[config.mk]
export PLATFORM = sky130hd
export DESIGN_NAME = periodic_timer_bank_top
export DESIGN_NICKNAME = d
export VERILOG_FILES = /design/src/rtl/ptb_pkg.sv /design/src/rtl/ptb_ram.sv /design/src/rtl/ptb_rem.sv /design/src/rtl/periodic_timer_bank_top.sv
export SDC_FILE = /design/constraint.sdc
export NUM_CORES = 2
export LEC_CHECK = 0
export BUFFER_PORTS_ARGS = -buffer_cell sky130_fd_sc_hd__buf_2
export CAP_MARGIN = 0
export CORE_UTILIZATION = 64
export DETAILED_ROUTE_END_ITERATION = 16
export PLACE_DENSITY = 0.81
export SYNTH_ARGS = -nofsm -noshare
export SYNTH_HDL_FRONTEND = slang
export SYNTH_SLANG_ARGS = --single-unit
export TNS_END_PERCENT = 30
[constraint.sdc]
create_clock -name clock -period 7.75 [get_ports clock]
set_clock_uncertainty 0.05 [all_clocks]
set_input_delay 1.9375 -clock clock [delete_from_list [all_inputs] [get_ports clock]]
set_output_delay 1.9375 -clock clock [all_outputs]
set_load 0.05 [all_outputs]
[src/rtl/ptb_pkg.sv]
// types, constants and codes of the periodic timer bank
// no dependencies
`timescale 1ns / 1ps

package ptb_pkg;

   localparam int MAX_TIMERS = 16;
   localparam int IDX_W      = $clog2(MAX_TIMERS);
   localparam int COUNT_W    = $clog2(MAX_TIMERS + 1);
   localparam int FIELD_W    = 21;
   localparam int PERIOD_W   = 20;
   localparam int SEC_W      = 32;
   localparam int DIVIDEND_W = SEC_W + 1;
   localparam int ENTRY_W    = PERIOD_W + SEC_W;

   typedef enum logic [2:0] {
      KIND_ADDED       = 3'd0,
      KIND_BAD_INTERVAL = 3'd1,
      KIND_FULL        = 3'd2,
      KIND_FIRED       = 3'd3,
      KIND_IDLE        = 3'd4
   } kind_type;

   typedef enum logic {
      OP_TICK = 1'b0,
      OP_ADD  = 1'b1
   } op_type;

   typedef enum logic [2:0] {
      ST_IDLE,
      ST_ADD_CHECK,
      ST_ADD_PHASE,
      ST_ADD_FIRST,
      ST_TICK_EVAL,
      ST_TICK_END,
      ST_RESP
   } state_type;

endpackage

[src/rtl/ptb_ram.sv]
// generic single-write, single-read ram with registered read data
// no dependencies
`timescale 1ns / 1ps

module ptb_ram #(
   parameter int WIDTH = 8,
   parameter int DEPTH = 16,
   localparam int AW = (DEPTH > 1) ? $clog2(DEPTH) : 1
) (
   input  logic             clock,
   input  logic             wr_en,
   input  logic [AW-1:0]    wr_addr,
   input  logic [WIDTH-1:0] wr_data,
   input  logic             rd_en,
   input  logic [AW-1:0]    rd_addr,
   output logic [WIDTH-1:0] rd_data
);

   logic [WIDTH-1:0] mem_ff [DEPTH];
   logic [WIDTH-1:0] rd_data_ff;

   always_ff @(posedge clock) begin
      if (wr_en) begin
         mem_ff[wr_addr] <= wr_data;
      end
      if (rd_en) begin
         rd_data_ff <= mem_ff[rd_addr];
      end
   end

   assign rd_data = rd_data_ff;

endmodule

[src/rtl/ptb_rem.sv]
// serial restoring remainder unit, one dividend bit per cycle
// depends on ptb_pkg
`timescale 1ns / 1ps

module ptb_rem
   import ptb_pkg::*;
(
   input  logic                  clock,
   input  logic                  reset,
   input  logic                  start,
   input  logic [DIVIDEND_W-1:0] dividend,
   input  logic [PERIOD_W-1:0]   divisor,
   output logic                  done,
   output logic [PERIOD_W-1:0]   remainder
);

   localparam int CNT_W = $clog2(DIVIDEND_W + 1);

   logic [DIVIDEND_W-1:0] shift_ff, shift_in;
   logic [PERIOD_W-1:0]   rem_ff, rem_in;
   logic [CNT_W-1:0]      cnt_ff, cnt_in;
   logic                  done_ff, done_in;
   logic [PERIOD_W:0]     partial;

   always_comb begin
      partial  = {rem_ff, shift_ff[DIVIDEND_W-1]};
      shift_in = shift_ff;
      rem_in   = rem_ff;
      cnt_in   = cnt_ff;
      done_in  = 1'b0;
      if (start) begin
         shift_in = dividend;
         rem_in   = '0;
         cnt_in   = CNT_W'(DIVIDEND_W);
      end else if (cnt_ff != '0) begin
         shift_in = {shift_ff[DIVIDEND_W-2:0], 1'b0};
         if (partial >= {1'b0, divisor}) begin
            rem_in = PERIOD_W'(partial - {1'b0, divisor});
         end else begin
            rem_in = partial[PERIOD_W-1:0];
         end
         cnt_in  = cnt_ff - CNT_W'(1);
         done_in = (cnt_ff == CNT_W'(1));
      end
   end

   always_ff @(posedge clock) begin
      if (reset) begin
         cnt_ff  <= '0;
         done_ff <= 1'b0;
      end else begin
         cnt_ff  <= cnt_in;
         done_ff <= done_in;
      end
      shift_ff <= shift_in;
      rem_ff   <= rem_in;
   end

   assign done      = done_ff;
   assign remainder = rem_ff;

endmodule

[src/rtl/periodic_timer_bank_top.sv]
// periodic timer bank: a table of periodic timers driven by a one-second tick
// depends on ptb_pkg, ptb_ram and ptb_rem
`timescale 1ns / 1ps

// the block keeps up to MAX_TIMERS periodic timers in one ram entry each
// (period and next due second) and a saturating seconds counter. an add
// transaction checks the interval and the table space, then runs the serial
// remainder unit twice (phase modulo interval, then current second plus one
// modulo interval) and writes the new entry. a tick transaction bumps the
// counter and walks the valid entries one per cycle through the ram (read
// one entry while writing back the previous one) unless a due entry has to
// wait for the result side. one input transaction is in work at a time;
// req_tready is high only between transactions. results go out through a
// single output register, so a finished result can wait on rsp_tready while
// the next request is already taken. a tick yields one fired result per due
// entry in index order, or one idle result; rsp_tlast marks the final one.
// no clearing pass: only entries below the fill count are ever read

module periodic_timer_bank_top
   import ptb_pkg::*;
(
   input  logic        clock,
   input  logic        reset,
   // request channel
   input  logic        req_tvalid,
   output logic        req_tready,
   input  logic [47:0] req_tdata,   // [20:0] interval, [41:21] phase, rest zero
   input  logic        req_tuser,   // [0] operation
   // result channel
   output logic        rsp_tvalid,
   input  logic        rsp_tready,
   output logic [7:0]  rsp_tdata,   // [3:0] timer_index, rest zero
   output logic [2:0]  rsp_tuser,   // [2:0] kind
   output logic        rsp_tlast    // last result of the transaction
);

   state_type            state_ff, state_in;
   logic [SEC_W-1:0]     sec_ff, sec_in;
   logic [COUNT_W-1:0]   count_ff, count_in;
   logic [FIELD_W-1:0]   iv_ff, iv_in;
   logic [FIELD_W-1:0]   ph_ff, ph_in;
   logic [PERIOD_W-1:0]  r_ff, r_in;
   logic [IDX_W-1:0]     idx_ff, idx_in;
   logic                 pend_valid_ff, pend_valid_in;
   logic [IDX_W-1:0]     pend_idx_ff, pend_idx_in;
   kind_type             resp_kind_ff, resp_kind_in;
   logic [IDX_W-1:0]     resp_idx_ff, resp_idx_in;

   // output register
   logic                 out_valid_ff, out_valid_in;
   kind_type             out_kind_ff, out_kind_in;
   logic [IDX_W-1:0]     out_idx_ff, out_idx_in;
   logic                 out_last_ff, out_last_in;

   logic                 req_accept;
   logic                 out_free;
   logic                 iv_ok;
   logic [FIELD_W-1:0]   ph_abs;
   logic [COUNT_W-1:0]   idx_next;
   logic                 more_entries;
   logic                 fire;
   logic                 stall;
   logic [SEC_W:0]       due_sum;
   logic [DIVIDEND_W-1:0] first;
   logic [DIVIDEND_W:0]  next_due;

   // ram and remainder unit hookup
   logic                 ram_wr_en;
   logic [IDX_W-1:0]     ram_wr_addr;
   logic [ENTRY_W-1:0]   ram_wr_data;
   logic                 ram_rd_en;
   logic [IDX_W-1:0]     ram_rd_addr;
   logic [ENTRY_W-1:0]   ram_rd_data;
   logic [SEC_W-1:0]     rd_due;
   logic [PERIOD_W-1:0]  rd_period;
   logic                 div_start;
   logic [DIVIDEND_W-1:0] div_dividend;
   logic                 div_done;
   logic [PERIOD_W-1:0]  div_rem;

   ptb_ram #(
      .WIDTH (ENTRY_W),
      .DEPTH (MAX_TIMERS)
   ) u_table (
      .clock   (clock),
      .wr_en   (ram_wr_en),
      .wr_addr (ram_wr_addr),
      .wr_data (ram_wr_data),
      .rd_en   (ram_rd_en),
      .rd_addr (ram_rd_addr),
      .rd_data (ram_rd_data)
   );

   ptb_rem u_rem (
      .clock     (clock),
      .reset     (reset),
      .start     (div_start),
      .dividend  (div_dividend),
      .divisor   (iv_ff[PERIOD_W-1:0]),
      .done      (div_done),
      .remainder (div_rem)
   );

   assign req_accept = req_tvalid && req_tready;
   assign out_free   = !out_valid_ff || rsp_tready;

   // stored interval is positive when the sign bit is clear and it is nonzero
   assign iv_ok  = !iv_ff[FIELD_W-1] && (iv_ff != '0);
   // magnitude of the phase; the most negative value fits as unsigned
   assign ph_abs = ph_ff[FIELD_W-1] ? (~ph_ff + FIELD_W'(1)) : ph_ff;

   assign rd_due    = ram_rd_data[SEC_W-1:0];
   assign rd_period = ram_rd_data[ENTRY_W-1:SEC_W];

   // scan bookkeeping
   assign idx_next     = {1'b0, idx_ff} + COUNT_W'(1);
   assign more_entries = (idx_next < count_ff);
   assign fire         = (sec_ff >= rd_due);
   // a second due entry must wait until the held one can be sent
   assign stall        = fire && pend_valid_ff && !out_free;
   assign due_sum      = {1'b0, rd_due} + {{(SEC_W - PERIOD_W + 1){1'b0}}, rd_period};

   // first firing: first + (r - first mod iv), wrapped up by one period when negative
   assign first    = {1'b0, sec_ff} + DIVIDEND_W'(1);
   always_comb begin
      next_due = {1'b0, first} + {{(DIVIDEND_W - PERIOD_W + 1){1'b0}}, r_ff}
                 - {{(DIVIDEND_W - PERIOD_W + 1){1'b0}}, div_rem};
      if (r_ff < div_rem) begin
         next_due = next_due + {{(DIVIDEND_W - PERIOD_W + 1){1'b0}}, iv_ff[PERIOD_W-1:0]};
      end
   end

   // next state
   always_comb begin
      state_in = state_ff;
      unique case (state_ff)
         ST_IDLE: begin
            if (req_accept) begin
               if (op_type'(req_tuser) == OP_ADD) begin
                  state_in = ST_ADD_CHECK;
               end else if (count_ff != '0) begin
                  state_in = ST_TICK_EVAL;
               end else begin
                  state_in = ST_TICK_END;
               end
            end
         end
         ST_ADD_CHECK: begin
            if (iv_ok && (count_ff != COUNT_W'(MAX_TIMERS))) begin
               state_in = ST_ADD_PHASE;
            end else begin
               state_in = ST_RESP;
            end
         end
         ST_ADD_PHASE: begin
            if (div_done) begin
               state_in = ST_ADD_FIRST;
            end
         end
         ST_ADD_FIRST: begin
            if (div_done) begin
               state_in = ST_RESP;
            end
         end
         ST_TICK_EVAL: begin
            if (!stall && !more_entries) begin
               state_in = ST_TICK_END;
            end
         end
         ST_TICK_END: begin
            state_in = ST_RESP;
         end
         ST_RESP: begin
            if (out_free) begin
               state_in = ST_IDLE;
            end
         end
         default: begin
            state_in = ST_IDLE;
         end
      endcase
   end

   // datapath and outputs per state
   always_comb begin
      req_tready    = 1'b0;
      sec_in        = sec_ff;
      count_in      = count_ff;
      iv_in         = iv_ff;
      ph_in         = ph_ff;
      r_in          = r_ff;
      idx_in        = idx_ff;
      pend_valid_in = pend_valid_ff;
      pend_idx_in   = pend_idx_ff;
      resp_kind_in  = resp_kind_ff;
      resp_idx_in   = resp_idx_ff;
      out_valid_in  = out_valid_ff && !rsp_tready;
      out_kind_in   = out_kind_ff;
      out_idx_in    = out_idx_ff;
      out_last_in   = out_last_ff;
      ram_wr_en     = 1'b0;
      ram_wr_addr   = idx_ff;
      ram_wr_data   = {rd_period, rd_due};
      ram_rd_en     = 1'b0;
      ram_rd_addr   = '0;
      div_start     = 1'b0;
      div_dividend  = {{(DIVIDEND_W - FIELD_W){1'b0}}, ph_abs};

      unique case (state_ff)
         ST_IDLE: begin
            req_tready = 1'b1;
            if (req_accept) begin
               iv_in = req_tdata[FIELD_W-1:0];
               ph_in = req_tdata[2*FIELD_W-1:FIELD_W];
               if (op_type'(req_tuser) == OP_TICK) begin
                  if (sec_ff != '1) begin
                     sec_in = sec_ff + SEC_W'(1);
                  end
                  idx_in        = '0;
                  pend_valid_in = 1'b0;
                  ram_rd_en     = (count_ff != '0);
               end
            end
         end
         ST_ADD_CHECK: begin
            resp_idx_in = '0;
            if (!iv_ok) begin
               resp_kind_in = KIND_BAD_INTERVAL;
            end else if (count_ff == COUNT_W'(MAX_TIMERS)) begin
               resp_kind_in = KIND_FULL;
            end else begin
               div_start = 1'b1;
            end
         end
         ST_ADD_PHASE: begin
            if (div_done) begin
               // negative phase with a nonzero remainder wraps upward
               if (ph_ff[FIELD_W-1] && (div_rem != '0)) begin
                  r_in = iv_ff[PERIOD_W-1:0] - div_rem;
               end else begin
                  r_in = div_rem;
               end
               div_start    = 1'b1;
               div_dividend = first;
            end
         end
         ST_ADD_FIRST: begin
            if (div_done) begin
               ram_wr_en   = 1'b1;
               ram_wr_addr = count_ff[IDX_W-1:0];
               ram_wr_data = {iv_ff[PERIOD_W-1:0],
                              (next_due[DIVIDEND_W:SEC_W] != '0) ? {SEC_W{1'b1}}
                                                                  : next_due[SEC_W-1:0]};
               resp_kind_in = KIND_ADDED;
               resp_idx_in  = count_ff[IDX_W-1:0];
               count_in     = count_ff + COUNT_W'(1);
            end
         end
         ST_TICK_EVAL: begin
            if (!stall) begin
               if (fire) begin
                  ram_wr_en   = 1'b1;
                  ram_wr_addr = idx_ff;
                  ram_wr_data = {rd_period, due_sum[SEC_W] ? {SEC_W{1'b1}}
                                                           : due_sum[SEC_W-1:0]};
                  // the held fired entry is not the final one: send it now
                  if (pend_valid_ff) begin
                     out_valid_in = 1'b1;
                     out_kind_in  = KIND_FIRED;
                     out_idx_in   = pend_idx_ff;
                     out_last_in  = 1'b0;
                  end
                  pend_valid_in = 1'b1;
                  pend_idx_in   = idx_ff;
               end
               idx_in      = idx_next[IDX_W-1:0];
               ram_rd_en   = more_entries;
               ram_rd_addr = idx_next[IDX_W-1:0];
            end
         end
         ST_TICK_END: begin
            if (pend_valid_ff) begin
               resp_kind_in = KIND_FIRED;
               resp_idx_in  = pend_idx_ff;
            end else begin
               resp_kind_in = KIND_IDLE;
               resp_idx_in  = '0;
            end
            pend_valid_in = 1'b0;
         end
         ST_RESP: begin
            if (out_free) begin
               out_valid_in = 1'b1;
               out_kind_in  = resp_kind_ff;
               out_idx_in   = resp_idx_ff;
               out_last_in  = 1'b1;
            end
         end
         default: begin
         end
      endcase
   end

   always_ff @(posedge clock) begin
      if (reset) begin
         state_ff      <= ST_IDLE;
         sec_ff        <= '0;
         count_ff      <= '0;
         pend_valid_ff <= 1'b0;
         out_valid_ff  <= 1'b0;
      end else begin
         state_ff      <= state_in;
         sec_ff        <= sec_in;
         count_ff      <= count_in;
         pend_valid_ff <= pend_valid_in;
         out_valid_ff  <= out_valid_in;
      end
      iv_ff        <= iv_in;
      ph_ff        <= ph_in;
      r_ff         <= r_in;
      idx_ff       <= idx_in;
      pend_idx_ff  <= pend_idx_in;
      resp_kind_ff <= resp_kind_in;
      resp_idx_ff  <= resp_idx_in;
      out_kind_ff  <= out_kind_in;
      out_idx_ff   <= out_idx_in;
      out_last_ff  <= out_last_in;
   end

   assign rsp_tvalid = out_valid_ff;
   assign rsp_tdata  = {{(8 - IDX_W){1'b0}}, out_idx_ff};
   assign rsp_tuser  = out_kind_ff;
   assign rsp_tlast  = out_last_ff;

endmodule

# Word level (Yosys, flattened, before mapping)
# Memories as Yosys holds them, arrays and structs flattened. A register that Yosys moved wholly into a read port is not among the register bits.
# Index checks and enable logic that the tools add are counted.
[totals]
ff_bits = 187
out_inout_bits = 14
in_bits = 53
ramBits = 832
n_memories = 1
[memory_table]
columns = ["memory", "words", "width", "rd", "rd_clocked_by_memory_dff", "write_ports", "line", "source"]
rows = [
  ["u_table.mem_ff", 16, 52, 1, 1, 1, "ptb_ram.sv:19", "logic [WIDTH-1:0] mem_ff [DEPTH];"],
]
[op_classes]
add_sub_neg = 12
eq_ne = 20
muxes = 80
bitwise = 4
order_cmp = 4
reduce_logical = 39
[ops]
columns = ["operator", "count"]
rows = [
  ["$mux 33", 4],
  ["$mux 32", 4],
  ["$pmux 52 s2", 1],
  ["$mux 4", 13],
  ["$mux 52", 1],
  ["$mux 3", 15],
  ["$mux 20", 2],
  ["$sub 20x20->20", 2],
  ["$add 33x20->34", 1],
  ["$add 34x20->34", 1],
  ["$mux 34", 1],
  ["$sub 34x20->34", 1],
  ["$add 32x1->33 const B", 1],
  ["$add 32x20->33", 1],
  ["$add 32x1->32 const B", 1],
  ["$ge 32x32->1", 1],
  ["$ne 32x32->1 const B", 1],
  ["$mux 1", 24],
  ["$add 21x1->21 const B", 1],
  ["$ge 21x20->1", 1],
  ["$mux 21", 1],
  ["$not 21->21", 1],
  ["$pmux 3 s7", 1],
  ["$reduce_bool 21->1", 1],
  ["37 further kinds", 78],
]

# Longest topological paths before layout
[depth]
ltp_word = 9
ltp_mapped = 32

# By module
# Synthesis repeated with hierarchy kept, for this count alone.
[unflattened]
cells_unflattened = 3579
hier_area_um2 = 51264.2
[by_module_without_submodules]
columns = ["mod", "seq_area_each_um2", "n_inst", "area_each_um2", "cells_per_inst"]
rows = [
  ["ptb_ram", 26545.5, 1, 32736.4, 1344],
  ["periodic_timer_bank_top", 3393.3, 1, 14737.9, 1858],
  ["ptb_rem", 1531.5, 1, 3789.9, 377],
]

# Least setup slack after synthesis
# OpenSTA, ideal clock, no wires.
[synth_timing]
kind = "reg2reg"
startpoint = "reg sec_ff[0]"
endpoint = "mem u_table.mem_ff[0][14] (netlist bit) (data pin)"
stages_incl_launch_ff = 25
t_required_ps = 7370
arrival_ps = 6718
slack_ps = 652
cell_sequence = "dfxtp_1 ha_1 nand3_1 nor4_1 xor2_1 fa_1 ha_1 and4_1 and2_1 a22o_1 or3_1 a21oi_1 xnor2_1 ha_1 and3_1 a221oi_1 o21ai_0 a211oi_1 nor2b_1 mux2i_1 nor2_1 and4_1 a311oi_4 nor2_2 o21ai_0"
[synth_via]
elab_chain_cells = 9
[synth_lines]
columns = ["element", "line", "source"]
rows = [
  ["start, declared", "periodic_timer_bank_top.sv:38", "logic [SEC_W-1:0] sec_ff, sec_in;"],
  ["start signal, assigned", "periodic_timer_bank_top.sv:313", "sec_ff <= sec_in;"],
  ["$add 32x1->33 *", "periodic_timer_bank_top.sv:124", "assign first = {1'b0, sec_ff} + DIVIDEND_W'(1);"],
  ["named net first[10]", "periodic_timer_bank_top.sv:64", "logic [DIVIDEND_W-1:0] first;"],
  ["$add 33x20->34 *", "periodic_timer_bank_top.sv:126", "next_due = {1'b0, first} + {{(DIVIDEND_W - PERIOD_W + 1){1'b0}}, r_ff}"],
  ["$sub 34x20->34 *", "periodic_timer_bank_top.sv:127", "- {{(DIVIDEND_W - PERIOD_W + 1){1'b0}}, div_rem};"],
  ["$add 34x20->34", "periodic_timer_bank_top.sv:129", "next_due = next_due + {{(DIVIDEND_W - PERIOD_W + 1){1'b0}}, iv_ff[PERIOD_W-1:0]};"],
  ["$mux 34 *", "periodic_timer_bank_top.sv:128", "if (r_ff < div_rem) begin"],
  ["$reduce_bool 2->1", "periodic_timer_bank_top.sv:252", "(next_due[DIVIDEND_W:SEC_W] != '0) ? {SEC_W{1'b1}}"],
  ["$mux 32 *", "periodic_timer_bank_top.sv:252", ""],
  ["$mux 52 *", "periodic_timer_bank_top.sv:248", "if (div_done) begin"],
  ["$pmux 52 s2 *", "periodic_timer_bank_top.sv:209", "unique case (state_ff)"],
  ["named net ram_wr_data[14]", "periodic_timer_bank_top.sv:70", "logic [ENTRY_W-1:0] ram_wr_data;"],
  ["end, declared", "ptb_ram.sv:19", ""],
]
# The timed path passes the listed nets; every way through them passes the cells marked *.

# Worst setup path after layout
[layout_timing]
startpoint = "reg sec_ff[2]"
endpoint = "mem u_table.mem_ff[5][20] (netlist bit) (data pin)"
# The elaborated chain is that of the path after synthesis.

==> out/summary.txt <==
CTS tree -> done
Final Max Slew Viols -> 0
CP startpoint -> sec_ff[2]
GRT Total Usage -> 33.17%
Reg2Reg Capture Point -> u_table.mem_ff[5][20]
first drt pass iteration count -> 5
Die Wd -> 286.1 um
fin nets -> 4,332
DRT iter0 DRCs -> 3,781
most common cell in the netlist -> edfxtp_1
DR vias -> 34,610
FILL cells -> 5,086
post-route setup TNS -> 0 ns
Mean Syn Cell Area -> 12.92 um2
first-pass GRT wire length -> 202,900 um
largest area contributor in the netlist -> edfxtp_1
crit path time final -> 7.338 ns
P_leak -> 0.02159 uW
largest net degree at the start of global routing -> 92
WL/cell -> 26.25 um
Synth Area in XOR/XNOR -> 2.984%
diodes inserted -> 0
total grt overflow -> 0
Compound-Gate Fraction of Synth Area -> 11.85%
cts bufs inserted -> 106
Routed Antenna Nets -> 0
Critical R2R Launch -> sec_ff[2]
Peak VDD IR -> 0.0002247 V
die area -> 81,860 um2
register-to-register setup slack -> 0.41 ns
clock transition at the registers of the reported paths -> 0.07 ns
core footprint -> 79,390 um2
largest cells by area after synthesis -> edfxtp_1 (58%), mux2i_1 (4.3%), ha_1 (4.2%)
Synthesis Warnings -> 0
Required @ worst endpoint -> 8.11 ns
RSZ-0062 raised after global routing -> false
PortBufs -> 56
fmax -> 136.3 MHz
worst reg-to-reg path cell count -> 26
max-cap viol count -> 0
post-route cell area -> 57,220 um2
mux contribution to synthesized area -> 7.835%
Main synth FF type -> edfxtp_1
starting density of the core -> 65.07%
DRC viols -> 0
vias in the first global route -> 33,990
Hold Violations, Final -> 0
post-synth top area share -> 58.24%
row cnt -> 103
GP Congestion -> 0.9662
Hold Crit Class -> reg -> reg
max_slew headroom -> 14.30%
synth cell count leaders -> edfxtp_1 (1,002), nand2_1 (315), nor2_1 (248)
critical path peak fanout -> 8
Post-DP HPWL -> 83,580 um
run status -> finished clean
crit path to -> u_table.mem_ff[5][20]
share of layout cells above drive strength 1 -> 12.40%
post-synthesis cell count -> 3,999
Ports -> 67
vias per cell -> 6.631
area grow syn2layout -> 10.76%
clk sink count -> 1,071
cell area after synthesis -> 51,660 um2
CP Class -> reg -> reg
synthesized-area fraction occupied by adder cells -> 5.169%
Placed Area -> 53,600 um2
Crit. End Element -> flip-flop
hold_buf cts -> 0
initial antenna violation count -> 5
DRT Wirelength -> 137,000 um
Setup-failing EPs final -> 0
startpoint types -> flip-flop
arrival time worst endpoint -> 7.70 ns
ys async rst share -> 0%
Yosys cell types -> 91
Final Non-Filler Cells -> 5,220
hold slack -> 0.4466 ns
synthesized flop and latch total -> 1,071
Chip Height -> 286.1 um
Worst-Margin Slew -> 1.272 ns
main combinational cell family by area after synthesis -> compound AO/OA/AOI/OAI gates
Longest Clk Path Bufs -> 3
final worst-path cycle share -> 94.68%
register area share after synthesis -> 60.92%
Root Buffer -> clkbuf_16
Synth Area in Simple Gates -> 8.651%
Power per Cell Area -> 415.8 nW/um2
H-tree Lvls -> 3
Post-synth EDFFs -> 1,002
Worst-Skew Late Latency -> 0.69 ns
DP Cell Count -> 5,017
-- what timing repair did --
item / 4_1_cts / 5_1_grt
buffers inserted: 0 / 4
endpoints found under the setup margin: 0 / 512
gates resized for setup: 0 / 25
-- routing by layer --
layer  wire length [um]  global-route usage [%]  part of all wire, %
met1              51590                   42.68                   38
met2              65590                   55.02                   48
met3              13850                   6.216                   10
met4               6000                   15.05                  4.4
met5                 13                       0               0.0095
-- cell families (layout without fill, tap and decap cells) --
kind of cell,count (synthesis),count (layout)
DFF,1071,1071
and+or+nand+nor,947,947
AOI/OAI and AO/OA,927,927
buffers and inverters,346,514
muxes,332,332
adders and majority gates,199,199
xor gates and xnor gates,176,176
other,1,4
-- report_power, final --
part           internal, uW  switching (uW)  leakage (uW)  total, uW
combinational          3620            6480        0.0103      10100
sequential             8110             503       0.00966       8610
clock                  2870            2200       0.00166       5070
total                 14600            9180        0.0216      23800
-- critical path, cell delays in order, from the launching register on --
cell and delay [ns]:
dfxtp_2 0.40, nand3_1 0.18, nor2_2 0.19, and3_2 0.27, nand3_1 0.14, xnor2_1 0.36, fa_1 0.49, ha_1 0.39
and4_1 0.26, and2_1 0.18, a22o_1 0.20, or3_1 0.32, a21oi_1 0.18, xnor2_1 0.21, ha_1 0.34, and3_1 0.23
a221oi_2 0.36, nor2b_1 0.09, a311o_1 0.36, a31o_2 0.28, a21oi_2 0.30, or4_4 0.21, a311oi_4 0.13, buf_6 0.21
o31ai_4 0.30, a31oi_4 0.17, buf_4 0.27
-- worst min-delay path by stage --
stage                                from      endpoint  slack (ns)  cells past startpoint
after floorplan                 sec_ff[1]     sec_ff[1]        0.42                      2
after global placement          sec_ff[1]     sec_ff[1]        0.44                      2
after detailed placement  resp_kind_ff[0]  rsp_tuser[0]        0.44                      1
after global routing      resp_kind_ff[1]  rsp_tuser[1]        0.47                      1
after CTS                 resp_kind_ff[0]  rsp_tuser[0]        0.45                      1
final                     resp_kind_ff[0]  rsp_tuser[0]        0.45                      1
-- registers in the layout, summed over array words and instances (netlist names), 4 cells and up --
name and cells:
u_rem.shift_ff 33, ph_ff 21, u_table.mem_ff 832, out_idx_ff 4, sec_ff 32, idx_ff 4, u_rem.cnt_ff 6, u_table.rd_data 52
iv_ff 21, u_rem.remainder 20, r_ff 20, count_ff 5, resp_idx_ff 4, pend_idx_ff 4
-- through the flow --
stage	setup slack [ns]	power [uW]	util (%)
detailed placement	0.07766	18300	67.51
CTS	0.01218	23410	71.82
global route	0.005763	24880	72.08
floorplan	0.6515	15280	-
global placement	0.1841	18040	67.51
finish	0.4121	23790	72.08
-- area by class of cell --
cell class	instances	area, um2	share of cell area [%]
well taps	1050	1314	2.296
clock inverters	62	608.1	1.063
repair buffers	167	1267	2.215
clock buffers	136	2808	4.907
flip-flops and latches	1071	31470	55.00
inverters	149	561.8	0.9818
multi-input cells	2585	19190	33.54
-- placed cells by master, fill, tap and decap left out, types with 23 or more instances in the layout --
master and count:
buf_4 97, xnor2_1 94, buf_2 56, a22oi_1 57
mux2i_1 220, a21o_1 57, nor2b_1 24, nor4_1 28
and3_1 29, edfxtp_1 1002, ha_1 175, a2111oi_0 56
o31ai_1 23, nor3_1 51, or3_1 23, nand2_1 310
clkbuf_16 108, o21ai_0 212, mux2_2 59, a211oi_1 72
inv_1 146, clkbuf_1 28, fa_1 24, nor2_1 228
a311oi_1 56, and2_1 68, nand3_1 52, xor2_1 80
dfxtp_1 68, nand2b_1 30, nand4_1 26, mux4_2 52
a21oi_1 225
(Power assumes the default switching activity.)
